==> src/hdl/sorted_priority_queue_with_aging_top_defines.svh <==
// Assertion macros shared by the sorted priority queue with aging.
`ifndef SORTED_PRIORITY_QUEUE_WITH_AGING_TOP_DEFINES_SVH
`define SORTED_PRIORITY_QUEUE_WITH_AGING_TOP_DEFINES_SVH

`ifndef SYNTHESIS
`define SPQA_ASSERT(lbl, expr, msg) \
  lbl: assert property (@(posedge clk_i) disable iff (!rst_ni) (expr)) else $error(msg);
`define SPQA_ASSERT_IMPL(lbl, ante, cons, msg) \
  lbl: assert property (@(posedge clk_i) disable iff (!rst_ni) (ante) |-> (cons)) \
    else $error(msg);
`define SPQA_ASSERT_NEXT(lbl, ante, cons, msg) \
  lbl: assert property (@(posedge clk_i) disable iff (!rst_ni) (ante) |=> (cons)) \
    else $error(msg);
`else
`define SPQA_ASSERT(lbl, expr, msg)
`define SPQA_ASSERT_IMPL(lbl, ante, cons, msg)
`define SPQA_ASSERT_NEXT(lbl, ante, cons, msg)
`endif

`endif

==> src/hdl/spqa_pkg.sv <==
// Operation codes, status codes and cell control types of the aging priority queue.
`timescale 1ns / 1ps
package spqa_pkg;

  localparam logic [2:0] OP_INSERT = 3'd0;
  localparam logic [2:0] OP_FRONT  = 3'd1;
  localparam logic [2:0] OP_REMOVE = 3'd2;
  localparam logic [2:0] OP_TICK   = 3'd3;
  localparam logic [2:0] OP_PURGE  = 3'd4;

  localparam logic [1:0] STATUS_OK    = 2'd0;
  localparam logic [1:0] STATUS_FULL  = 2'd1;
  localparam logic [1:0] STATUS_EMPTY = 2'd2;

  localparam logic signed [7:0] PRIO_MIN          = 8'sh80;
  localparam logic signed [7:0] FRONT_BASE_RESET  = 8'sd5;

  typedef enum logic [2:0] {
    CMD_HOLD,
    CMD_INSERT,
    CMD_SHIFT,
    CMD_TICK,
    CMD_PURGE
  } spqa_cmd_e;

  typedef struct packed {
    spqa_cmd_e         cmd;
    logic signed [7:0] prio;
    logic [7:0]        pat;
  } spqa_ctrl_t;

endpackage

==> src/hdl/spqa_cell.sv <==
// One storage cell of the sorted queue chain, trading entries with its neighbors.
`timescale 1ns / 1ps
module spqa_cell
  import spqa_pkg::*;
#(
  parameter int PAYLOAD_WIDTH = 16
) (
  input  logic                     clk_i,
  input  spqa_ctrl_t               ctrl_i,
  input  logic [PAYLOAD_WIDTH-1:0] ins_payload_i,
  input  logic                     occ_i,
  input  logic                     left_keep_i,
  input  logic                     dead_left_i,
  input  logic [PAYLOAD_WIDTH-1:0] left_payload_i,
  input  logic signed [7:0]        left_prio_i,
  input  logic [7:0]               left_pat_i,
  input  logic [PAYLOAD_WIDTH-1:0] right_payload_i,
  input  logic signed [7:0]        right_prio_i,
  input  logic [7:0]               right_pat_i,
  output logic                     keep_o,
  output logic                     dead_o,
  output logic [PAYLOAD_WIDTH-1:0] payload_o,
  output logic signed [7:0]        prio_o,
  output logic [7:0]               pat_o
);

  logic [PAYLOAD_WIDTH-1:0] payload_q, payload_d;
  logic signed [7:0]        prio_q, prio_d;
  logic [7:0]               pat_q, pat_d;
  logic                     keep;
  logic                     dead;

  always_comb begin
    keep      = occ_i && (prio_q <= ctrl_i.prio);
    dead      = dead_left_i || (occ_i && (pat_q == 8'd0));
    payload_d = payload_q;
    prio_d    = prio_q;
    pat_d     = pat_q;
    case (ctrl_i.cmd)
      CMD_INSERT: begin
        if (!keep) begin
          if (left_keep_i) begin
            payload_d = ins_payload_i;
            prio_d    = ctrl_i.prio;
            pat_d     = ctrl_i.pat;
          end else begin
            payload_d = left_payload_i;
            prio_d    = left_prio_i;
            pat_d     = left_pat_i;
          end
        end
      end
      CMD_SHIFT: begin
        payload_d = right_payload_i;
        prio_d    = right_prio_i;
        pat_d     = right_pat_i;
      end
      CMD_TICK: begin
        prio_d = (prio_q == PRIO_MIN) ? prio_q : prio_q - 8'sd1;
        pat_d  = (pat_q == 8'd0) ? pat_q : pat_q - 8'd1;
      end
      CMD_PURGE: begin
        if (dead) begin
          payload_d = right_payload_i;
          prio_d    = right_prio_i;
          pat_d     = right_pat_i;
        end
      end
      default: begin
      end
    endcase
  end

  always_ff @(posedge clk_i) begin
    payload_q <= payload_d;
    prio_q    <= prio_d;
    pat_q     <= pat_d;
  end

  assign keep_o    = keep;
  assign dead_o    = dead;
  assign payload_o = payload_q;
  assign prio_o    = prio_q;
  assign pat_o     = pat_q;

endmodule

==> src/hdl/sorted_priority_queue_with_aging_top.sv <==
// With the result side ready the queue accepts one insert, front insert, remove head, tick or
// unused operation code beat per clock; every cell compares and shifts at once. A purge removes
// expired entries one per cycle through the cell chain: input ready stays low from the purge
// beat until no expired entry is left and the purge result has been loaded. A result that is not
// taken holds the input until it is. Entries are ordered by ascending signed priority, ties in
// arrival order, and each operation returns exactly one result beat.
`timescale 1ns / 1ps
`include "sorted_priority_queue_with_aging_top_defines.svh"
module sorted_priority_queue_with_aging_top
  import spqa_pkg::*;
#(
  parameter int DEPTH         = 8,
  parameter int PAYLOAD_WIDTH = 16
) (
  input  logic                     clk_i,
  input  logic                     rst_ni,
  input  logic                     cfg_we_i,
  input  logic [7:0]               cfg_wdata_i,
  input  logic                     op_valid_i,
  output logic                     op_ready_o,
  input  logic [2:0]               operation_i,
  input  logic [PAYLOAD_WIDTH-1:0] in_payload_i,
  input  logic signed [7:0]        in_priority_i,
  input  logic [7:0]               in_patience_i,
  output logic                     res_valid_o,
  input  logic                     res_ready_i,
  output logic [1:0]               status_o,
  output logic                     out_valid_o,
  output logic [PAYLOAD_WIDTH-1:0] out_payload_o,
  output logic signed [7:0]        out_priority_o,
  output logic [7:0]               out_patience_o,
  output logic [3:0]               occupancy_o
);

  localparam int CW = $clog2(DEPTH + 1);

  localparam logic S_IDLE  = 1'b0;
  localparam logic S_PURGE = 1'b1;

  logic                     state_q, state_d;
  logic [CW-1:0]            count_q, count_d;
  logic signed [7:0]        base_q;

  logic                     res_valid_q, res_valid_d;
  logic [1:0]               status_q;
  logic                     rvld_q;
  logic [PAYLOAD_WIDTH-1:0] rpay_q;
  logic signed [7:0]        rprio_q;
  logic [7:0]               rpat_q;
  logic [3:0]               occ_q;

  spqa_ctrl_t               ctrl;
  logic                     accept;
  logic                     out_free;
  logic                     load;
  logic [1:0]               status_d;
  logic                     rvld_d;
  logic                     full;
  logic                     empty;

  logic [PAYLOAD_WIDTH-1:0] cell_pay  [DEPTH];
  logic signed [7:0]        cell_prio [DEPTH];
  logic [7:0]               cell_pat  [DEPTH];
  logic [DEPTH-1:0]         cell_keep;
  logic [DEPTH-1:0]         cell_dead;
  logic [DEPTH-1:0]         cell_occ;

  genvar gi;
  generate
    for (gi = 0; gi < DEPTH; gi++) begin : g_cell
      logic                     l_keep;
      logic                     l_dead;
      logic [PAYLOAD_WIDTH-1:0] l_pay, r_pay;
      logic signed [7:0]        l_prio, r_prio;
      logic [7:0]               l_pat, r_pat;

      assign cell_occ[gi] = (CW'(gi) < count_q);

      if (gi == 0) begin : g_first
        assign l_keep = 1'b1;
        assign l_dead = 1'b0;
        assign l_pay  = in_payload_i;
        assign l_prio = ctrl.prio;
        assign l_pat  = ctrl.pat;
      end else begin : g_inner
        assign l_keep = cell_keep[gi-1];
        assign l_dead = cell_dead[gi-1];
        assign l_pay  = cell_pay[gi-1];
        assign l_prio = cell_prio[gi-1];
        assign l_pat  = cell_pat[gi-1];
      end

      if (gi == DEPTH - 1) begin : g_last
        assign r_pay  = cell_pay[gi];
        assign r_prio = cell_prio[gi];
        assign r_pat  = cell_pat[gi];
      end else begin : g_body
        assign r_pay  = cell_pay[gi+1];
        assign r_prio = cell_prio[gi+1];
        assign r_pat  = cell_pat[gi+1];
      end

      spqa_cell #(
        .PAYLOAD_WIDTH(PAYLOAD_WIDTH)
      ) u_cell (
        .clk_i          (clk_i),
        .ctrl_i         (ctrl),
        .ins_payload_i  (in_payload_i),
        .occ_i          (cell_occ[gi]),
        .left_keep_i    (l_keep),
        .dead_left_i    (l_dead),
        .left_payload_i (l_pay),
        .left_prio_i    (l_prio),
        .left_pat_i     (l_pat),
        .right_payload_i(r_pay),
        .right_prio_i   (r_prio),
        .right_pat_i    (r_pat),
        .keep_o         (cell_keep[gi]),
        .dead_o         (cell_dead[gi]),
        .payload_o      (cell_pay[gi]),
        .prio_o         (cell_prio[gi]),
        .pat_o          (cell_pat[gi])
      );
    end
  endgenerate

  assign out_free   = !res_valid_q || res_ready_i;
  assign op_ready_o = (state_q == S_IDLE) && out_free;
  assign accept     = op_valid_i && op_ready_o;
  assign full       = (count_q == CW'(DEPTH));
  assign empty      = (count_q == '0);

  always_comb begin
    ctrl.cmd  = CMD_HOLD;
    ctrl.prio = in_priority_i;
    ctrl.pat  = in_patience_i;
    count_d   = count_q;
    state_d   = state_q;
    load      = 1'b0;
    status_d  = STATUS_OK;
    rvld_d    = 1'b0;
    if (state_q == S_PURGE) begin
      if (cell_dead[DEPTH-1]) begin
        ctrl.cmd = CMD_PURGE;
        count_d  = count_q - CW'(1);
      end else if (out_free) begin
        load    = 1'b1;
        state_d = S_IDLE;
      end
    end else if (accept) begin
      case (operation_i)
        OP_INSERT, OP_FRONT: begin
          load = 1'b1;
          if (full) begin
            status_d = STATUS_FULL;
          end else begin
            ctrl.cmd = CMD_INSERT;
            count_d  = count_q + CW'(1);
            if (operation_i == OP_FRONT) begin
              if (empty) begin
                ctrl.prio = base_q;
              end else if (cell_prio[0] == PRIO_MIN) begin
                ctrl.prio = PRIO_MIN;
              end else begin
                ctrl.prio = cell_prio[0] - 8'sd1;
              end
            end
          end
        end
        OP_REMOVE: begin
          load = 1'b1;
          if (empty) begin
            status_d = STATUS_EMPTY;
          end else begin
            ctrl.cmd = CMD_SHIFT;
            rvld_d   = 1'b1;
            count_d  = count_q - CW'(1);
          end
        end
        OP_TICK: begin
          load     = 1'b1;
          ctrl.cmd = CMD_TICK;
        end
        OP_PURGE: begin
          state_d = S_PURGE;
        end
        default: begin
          load = 1'b1;
        end
      endcase
    end
  end

  always_comb begin
    if (load) begin
      res_valid_d = 1'b1;
    end else if (res_ready_i) begin
      res_valid_d = 1'b0;
    end else begin
      res_valid_d = res_valid_q;
    end
  end

  always_ff @(posedge clk_i or negedge rst_ni) begin
    if (!rst_ni) begin
      state_q     <= S_IDLE;
      count_q     <= '0;
      base_q      <= FRONT_BASE_RESET;
      res_valid_q <= 1'b0;
    end else begin
      state_q     <= state_d;
      count_q     <= count_d;
      res_valid_q <= res_valid_d;
      if (cfg_we_i) begin
        base_q <= cfg_wdata_i;
      end
    end
  end

  always_ff @(posedge clk_i) begin
    if (load) begin
      status_q <= status_d;
      rvld_q   <= rvld_d;
      rpay_q   <= rvld_d ? cell_pay[0] : '0;
      rprio_q  <= rvld_d ? cell_prio[0] : 8'sd0;
      rpat_q   <= rvld_d ? cell_pat[0] : 8'd0;
      occ_q    <= 4'(count_d);
    end
  end

  assign res_valid_o    = res_valid_q;
  assign status_o       = status_q;
  assign out_valid_o    = rvld_q;
  assign out_payload_o  = rpay_q;
  assign out_priority_o = rprio_q;
  assign out_patience_o = rpat_q;
  assign occupancy_o    = occ_q;

  `SPQA_ASSERT(a_count_bound, count_q <= CW'(DEPTH), "Entry count exceeds the queue depth.")
  `SPQA_ASSERT_IMPL(a_purge_blocks, state_q == S_PURGE, !op_ready_o,
                    "Input ready during a purge.")
  `SPQA_ASSERT_IMPL(a_head_status, res_valid_o && out_valid_o, status_o == STATUS_OK,
                    "Removed head with a reject status.")
  `SPQA_ASSERT_NEXT(a_remove_count, accept && (operation_i == OP_REMOVE) && !empty,
                    count_q == $past(count_q) - CW'(1),
                    "Remove did not lower the count by one.")

endmodule
==> config.mk <==
export PLATFORM = sky130hd
export DESIGN_NAME = sorted_priority_queue_with_aging_top
export DESIGN_NICKNAME = d
export VERILOG_FILES = /design/src/hdl/spqa_pkg.sv /design/src/hdl/spqa_cell.sv /design/src/hdl/sorted_priority_queue_with_aging_top.sv
export VERILOG_INCLUDE_DIRS = /design/src /design/src/hdl
export SDC_FILE = /design/constraint.sdc
export NUM_CORES = 1
export LEC_CHECK = 0
export BUFFER_PORTS_ARGS = -buffer_cell sky130_fd_sc_hd__buf_2
export CAP_MARGIN = 15
export CORE_UTILIZATION = 56
export CTS_BUF_LIST = sky130_fd_sc_hd__clkbuf_4
export DETAILED_ROUTE_END_ITERATION = 8
export HOLD_SLACK_MARGIN = 0.15
export PLACE_DENSITY = 0.72
export SLEW_MARGIN = 20
export SYNTH_ARGS = -nofsm -noshare
export SYNTH_HDL_FRONTEND = slang
export SYNTH_SLANG_ARGS = --single-unit
export TNS_END_PERCENT = 100
==> constraint.sdc <==
create_clock -name clk_i -period 6.24 [get_ports clk_i]
set_input_delay 1.248 -clock clk_i [delete_from_list [all_inputs] [get_ports clk_i]]
set_output_delay 1.248 -clock clk_i [all_outputs]
set_load 0.02 [all_outputs]
Word level (Yosys, flattened, before mapping)
Index checks and enable logic that the tools add are counted.
{ "op_classes": {"n_reduce_logical": 67, "add_sub_neg": 18, "order_cmp": 16, "eq_ne": 48, "muxes": 140, "bitwise": 3} }
{ "ops": {"columns": ["cell", "n"], "rows": [
  ["8-bit two-way mux", 65],
  ["8-bit one-hot mux with 4 select lines", 14],
  ["16-bit two-way mux", 21],
  ["16-bit one-hot mux with 3 select lines", 7],
  ["8-bit == test (second input constant)", 8],
  ["8-bit less-or-equal comparator", 8],
  ["8-bit zero test", 8],
  ["8-bit by 1-bit subtractor with 8-bit output (second input constant)", 8],
  ["8-bit by 2-bit subtractor with 8-bit output (second input constant)", 8],
  ["4-bit AND reduction", 14],
  ["2-bit inequality test (second input constant)", 24],
  ["8-bit one-hot mux with 2 select lines", 2],
  ["3-bit AND reduction", 9],
  ["4-bit two-way mux", 5],
  ["1-bit logical AND", 18],
  ["1-bit two-way mux", 17],
  ["3-bit by 4-bit less-than comparator with 1-bit output (first input constant)", 4],
  ["2-bit by 1-bit inequality test with 1-bit output (second input constant)", 7],
  ["3-bit by 2-bit == test with 1-bit output (second input constant)", 4],
  ["11-bit two-way mux", 1],
  ["9-bit two-way mux", 1],
  ["1-bit logical OR", 8],
  ["1-bit by 4-bit less-than comparator with 1-bit output (first input constant)", 2],
  ["2-bit by 4-bit less-than comparator with 1-bit output (first input constant)", 2],
  ["19 further kinds", 27]
]} }
{ "totals": {"regBits": 309, "input_bits": 48, "word_cells": 326, "out_inout_bits": 41} }

Logic depth before layout (Yosys ltp)
{ "logic_depth": {"word_depth": 14, "depth_mapped": 18, "mapped_depth_nobuf": 14} }

Modules after synthesis
Synthesis repeated with hierarchy kept, for this count alone.
{ "unflattened": {"cells_unflattened": 2030, "area_unflattened_um2": 21026.4} }
{ "by_module_without_submodules": {"columns": ["module", "cells_each", "area_each_um2", "instances", "seq_area_each_um2"], "rows": [
  ["spqa_cell (g_cell[0].u_cell ...)", 224, 2283.4, 5, 960.9],
  ["spqa_cell (g_cell[5].u_cell ...)", 224, 2290.9, 2, 960.9],
  ["sorted_priority_queue_with_aging_top", 235, 2715.1, 1, 1524.0],
  ["spqa_cell (g_cell[7].u_cell)", 227, 2312.2, 1, 960.9]
]} }

Worst setup path before layout
OpenSTA, ideal clock, no wires.
{ "synth_path": {"path_type": "input port to flip-flop", "from": "in operation_i[2]", "to": "reg g_cell[1].u_cell.payload_q[0] (enable)", "t_arrival_ps": 6176, "setup_time_ps": 419, "path_stages": 17, "slack_ps": -355, "required_time_ps": 5821, "path_buffers": 5, "cell_sequence": "buf_2 > or2_2 > clkbuf_1 > nor4_1 > buf_2 > a21oi_1 > a31oi_1 > inv_1 > ha_1 > and4_1 > a41oi_1 > a21oi_1 > o22ai_1 > buf_2 > buf_2 > nor2_1 > a311oi_1"} }
{ "synth_between": {"elab_chain_cells": 10, "elab_cells_between_ends": 21, "classes_between": "order compare (1); eq/ne (8); mux (7); reduce/logical (5)"} }
{ "synth_lines": {"columns": ["item", "line_no", "rtl"], "rows": [
  ["from (decl)", "sorted_priority_queue_with_aging_top.sv:21", "input logic [2:0] operation_i,"],
  ["3-bit by 1-bit == test with 1-bit output", "sorted_priority_queue_with_aging_top.sv:151, sorted_priority_queue_with_aging_top.sv:159", null],
  ["8-bit two-way mux", "sorted_priority_queue_with_aging_top.sv:159", "if (operation_i == OP_FRONT) begin"],
  ["9-bit two-way mux", "sorted_priority_queue_with_aging_top.sv:154", "if (full) begin"],
  ["8-bit two-way mux", "sorted_priority_queue_with_aging_top.sv:151", "case (operation_i)"],
  ["11-bit two-way mux *", "sorted_priority_queue_with_aging_top.sv:150", "end else if (accept) begin"],
  ["8-bit two-way mux", "sorted_priority_queue_with_aging_top.sv:142", "if (state_q == S_PURGE) begin"],
  ["8-bit less-or-equal comparator", "spqa_cell.sv:34", "keep = occ_i && (prio_q <= ctrl_i.prio);"],
  ["1-bit logical AND", "spqa_cell.sv:34", null],
  ["2-bit inequality test (no source line)", null, null],
  ["3-bit AND reduction (no source line) *", null, null],
  ["to (signal assigned)", "spqa_cell.sv:75", "payload_q <= payload_d;"],
  ["to (decl)", "spqa_cell.sv:27", "logic [PAYLOAD_WIDTH-1:0] payload_q, payload_d;"]
]} }
Mark *: on every way between the ends. The rest lies on a longest branch, timed or not.
A chain may end at the register's enable or synchronous reset.

Final worst setup path
{ "layout_path": {"from": "reg count_q[3]", "to": "reg g_cell[3].u_cell.pat_q[1], data pin"} }
{ "layout_between": {"elab_chain_cells": 13, "elab_cells_between_ends": 44, "classes_between": "order compare (9); eq/ne (5); mux (13); reduce/logical (17)"} }
{ "layout_lines": {"columns": ["item", "line_no", "rtl"], "rows": [
  ["from (decl)", "sorted_priority_queue_with_aging_top.sv:41", "logic [CW-1:0] count_q, count_d;"],
  ["from (signal assigned)", "sorted_priority_queue_with_aging_top.sv:212", "count_q <= count_d;"],
  ["branches (longest 12 deep; another with 8-bit less-or-equal comparator)", null, null],
  ["8-bit one-hot mux with 4 select lines *", "spqa_cell.sv:39", "case (ctrl_i.cmd)"],
  ["named net g_cell[3].u_cell.pat_d[1]", "spqa_cell.sv:29", "logic [7:0] pat_q, pat_d;"],
  ["to (signal assigned)", "spqa_cell.sv:77", "pat_q <= pat_d;"],
  ["to (decl)", "spqa_cell.sv:29", null]
]} }
Mark *: on every way through the listed nets, which the timed path passes. The select of a mux whose other input is x is not followed.

==> out/results.ini <==
[timing]
finalMaxSlewViolations=0
fin_crit_ns=5.37
rsz0062_at_grt=false
slew_headroom_pct=34.1
fmax_ghz=0.186
finalHoldViolations=0
fin_worst_skew_ns=0.0678
post-route-period-util_pct=86.1
worstMarginPinSlew_ns=0.988
setup_viol=0
hold_ws_ns=0.364
finalSetupTns_ns=0

[pwr]
peakVddDrop_uv=261
power.density_nw_per_um2=370
power_leakage_nw=8.19
power_mw=8.11

[floorplan]
rows=68
fp.dieW_um=190
die_height_um=190
io_pins=89
dieArea_um2=36200
initial_utilization_pct=57.2
core_area_um2=34700

[setup_path]
cp.required_ns=6.78
crit_type=flop to flop
crit_path_start_kind=flop
crit_path_end_kind=flop
worst-endpoint-arrival_ns=5.91
critPathMaxFanout=26

[clocking]
tritoncts=yes
clk_pin_slew_ns=0.06
postCtsSetupBuffers=0
ctsRootBufferMaster=clkbuf_4
htree_levels=3
clock-sinks=309
cts_buffers=84
cts_buffer_depth=3
cts-resized-gates=0
cts-hold-fix-buffers=0
clk_latency_ns=0.79

[route]
viasPerCell=6.55
wl_per_cell_um=22.2
drcViolationCount=0
dr.pass1.iters=6
num_vias=15900
routed_wl_mm=54.1
ant_nets=0
drt_iter0_drc=1905

[global_routing]
grt_antenna_before_repair=4
grt_overflow=0
grt_max_degree=138
grt_pass1_wl_mm=84.5
grt.met3_usage_pct=6.79
grt_usage_pct=29.8
grt_pass1_vias=15200
grt.met2_usage_pct=43.1
grt.busiest_layer=met1
use_met1_pct=43.4

[place]
place_inst=2282
port_buffers=88
place.gp.congestion=0.900
hpwl_mm=37.1

[synthesis]
synth_ff_type=edfxtp_1
syn_nets=1936
async_flop_share_pct=4.53
yosysUniqueCellTypes=79
synth_edf_count=295
syn_area_um2=19900
yosysWarnings=0
netlist_instances=1803
ys_seq_area_share_pct=46.4
synth-seq-cells=309
syn_avg_cell_area_um2=11.0

[final_layout]
drive_gt1_share_pct=22.6
mostFrequentLayoutCells=295 x edfxtp_1, 215 x o21ai_0, 159 x nor2_1
nNetsFinal=2047
area_growth_pct=10.3
stdcell_count=2436
nFillCells=2748
mostFrequentLayoutCell=edfxtp_1

[outcome]
outcome=finished clean

[run]
drv_cap=0

[min_path]
hold_class=primary input to async pin

## synth_stat cells (13+ instances only)
cell | number | area, um^2
o21ai_0 | 216 | 1080
a22oi_1 | 20 | 150
nor2_1 | 159 | 597
ha_1 | 85 | 1060
a21oi_1 | 44 | 220
mux2_2 | 137 | 1540
nand2b_1 | 14 | 87.6
buf_2 | 23 | 115
nor4_1 | 19 | 119
xor2_1 | 37 | 324
nand2_1 | 53 | 199
clkbuf_1 | 70 | 263
inv_1 | 52 | 195
xnor2_1 | 49 | 429
edfxtp_1 | 295 | 8860
nor3_1 | 45 | 225
and3_1 | 30 | 188
buf_6 | 13 | 146
a221o_1 | 112 | 1120
mux2i_1 | 97 | 971
a31oi_1 | 24 | 150
## final timing paths
check	startpoint	to	slack, ns	cells after the start
min reg2reg	base_q[1]	base_q[1]	0.51	1
min	rst_ni	base_q[7]	0.36	1
max in group asynchronous	rst_ni	state_q	5.56	1
max	count_q[3]	g_cell[3].u_cell.pat_o[1]	0.87	14
max reg2reg	count_q[3]	g_cell[3].u_cell.pat_o[1]	0.87	14
min in group clk_i	base_q[1]	base_q[1]	0.51	1
## where the power goes
group          leakage [nW]  total, mW  switching (mW)  internal, mW
clock                 0.613       1.80           0.895         0.908
combinational          4.68       3.05            1.66          1.40
sequential             2.89       3.26           0.378          2.88
total                  8.19       8.11            2.93          5.18
## critical path, cell delays in order, from the launching register on
cell,delay [ns]
dfrtp_1,0.90
and3b_1,0.38
nor4_2,0.08
buf_4,0.20
and2_1,0.27
o22ai_2,0.50
inv_1,0.37
ha_1,0.42
or4b_2,0.59
a21oi_1,0.13
o211ai_1,0.09
a21o_2,0.27
buf_4,0.27
mux2_2,0.32
a221o_1,0.32
## per-layer routing
metal	vias to the layer above	share of wire [%]	wire, um
met5	-	0	0
met4	0	2.4	1300
met3	92	11	5810
met2	879	44	23600
met1	7698	43	23400
li1	7279	-	-
## through the flow
step                      worst slack (ns)  area (um^2)  util (%)
after global routing                 0.652        21900      63.1
after detailed placement             0.382        20800      60.0
after global placement               0.503        20800      60.0
after CTS                            0.951        21900      63.0
after floorplan                      0.187        19900         -
final                                0.866        21900      63.1
## state kept, by name, summed over array words and instances (netlist names), 8 cells and up
register,flops
out_payload_o,16
g_cell.u_cell.payload_o,128
g_cell.u_cell.prio_o,64
out_patience_o,8
base_q,8
out_priority_o,8
g_cell.u_cell.pat_o,64
## cells by family (layout without fill, tap and decap cells)
family                   after synthesis  in the layout  share of synthesized area, %
adder cells (fa/ha/maj)               85             85                          5.35
multiplexers                         234            234                          12.7
AO/OA/AOI/OAI                        497            497                          16.9
buffers and inverters                174            348                          4.11
XOR/XNOR                              86             86                          3.79
AND/OR/NAND/NOR                      418            418                          10.8
other                                  0              4                             0
flip-flops                           309            309                          46.4
## area by class of cell
type	instances	area, um^2	area share [%]
Antenna cell	4	10.0	0.0457
Sequential cell	309	9210	42.0
Tap cell	455	569	2.60
Multi-Input combinational cell	1320	9950	45.4
Clock buffer	116	871	3.97
Timing Repair Buffer	146	921	4.20
Clock inverter	33	176	0.805
Inverter	53	199	0.908
Note: power is estimated with default switching activity, not from simulation.
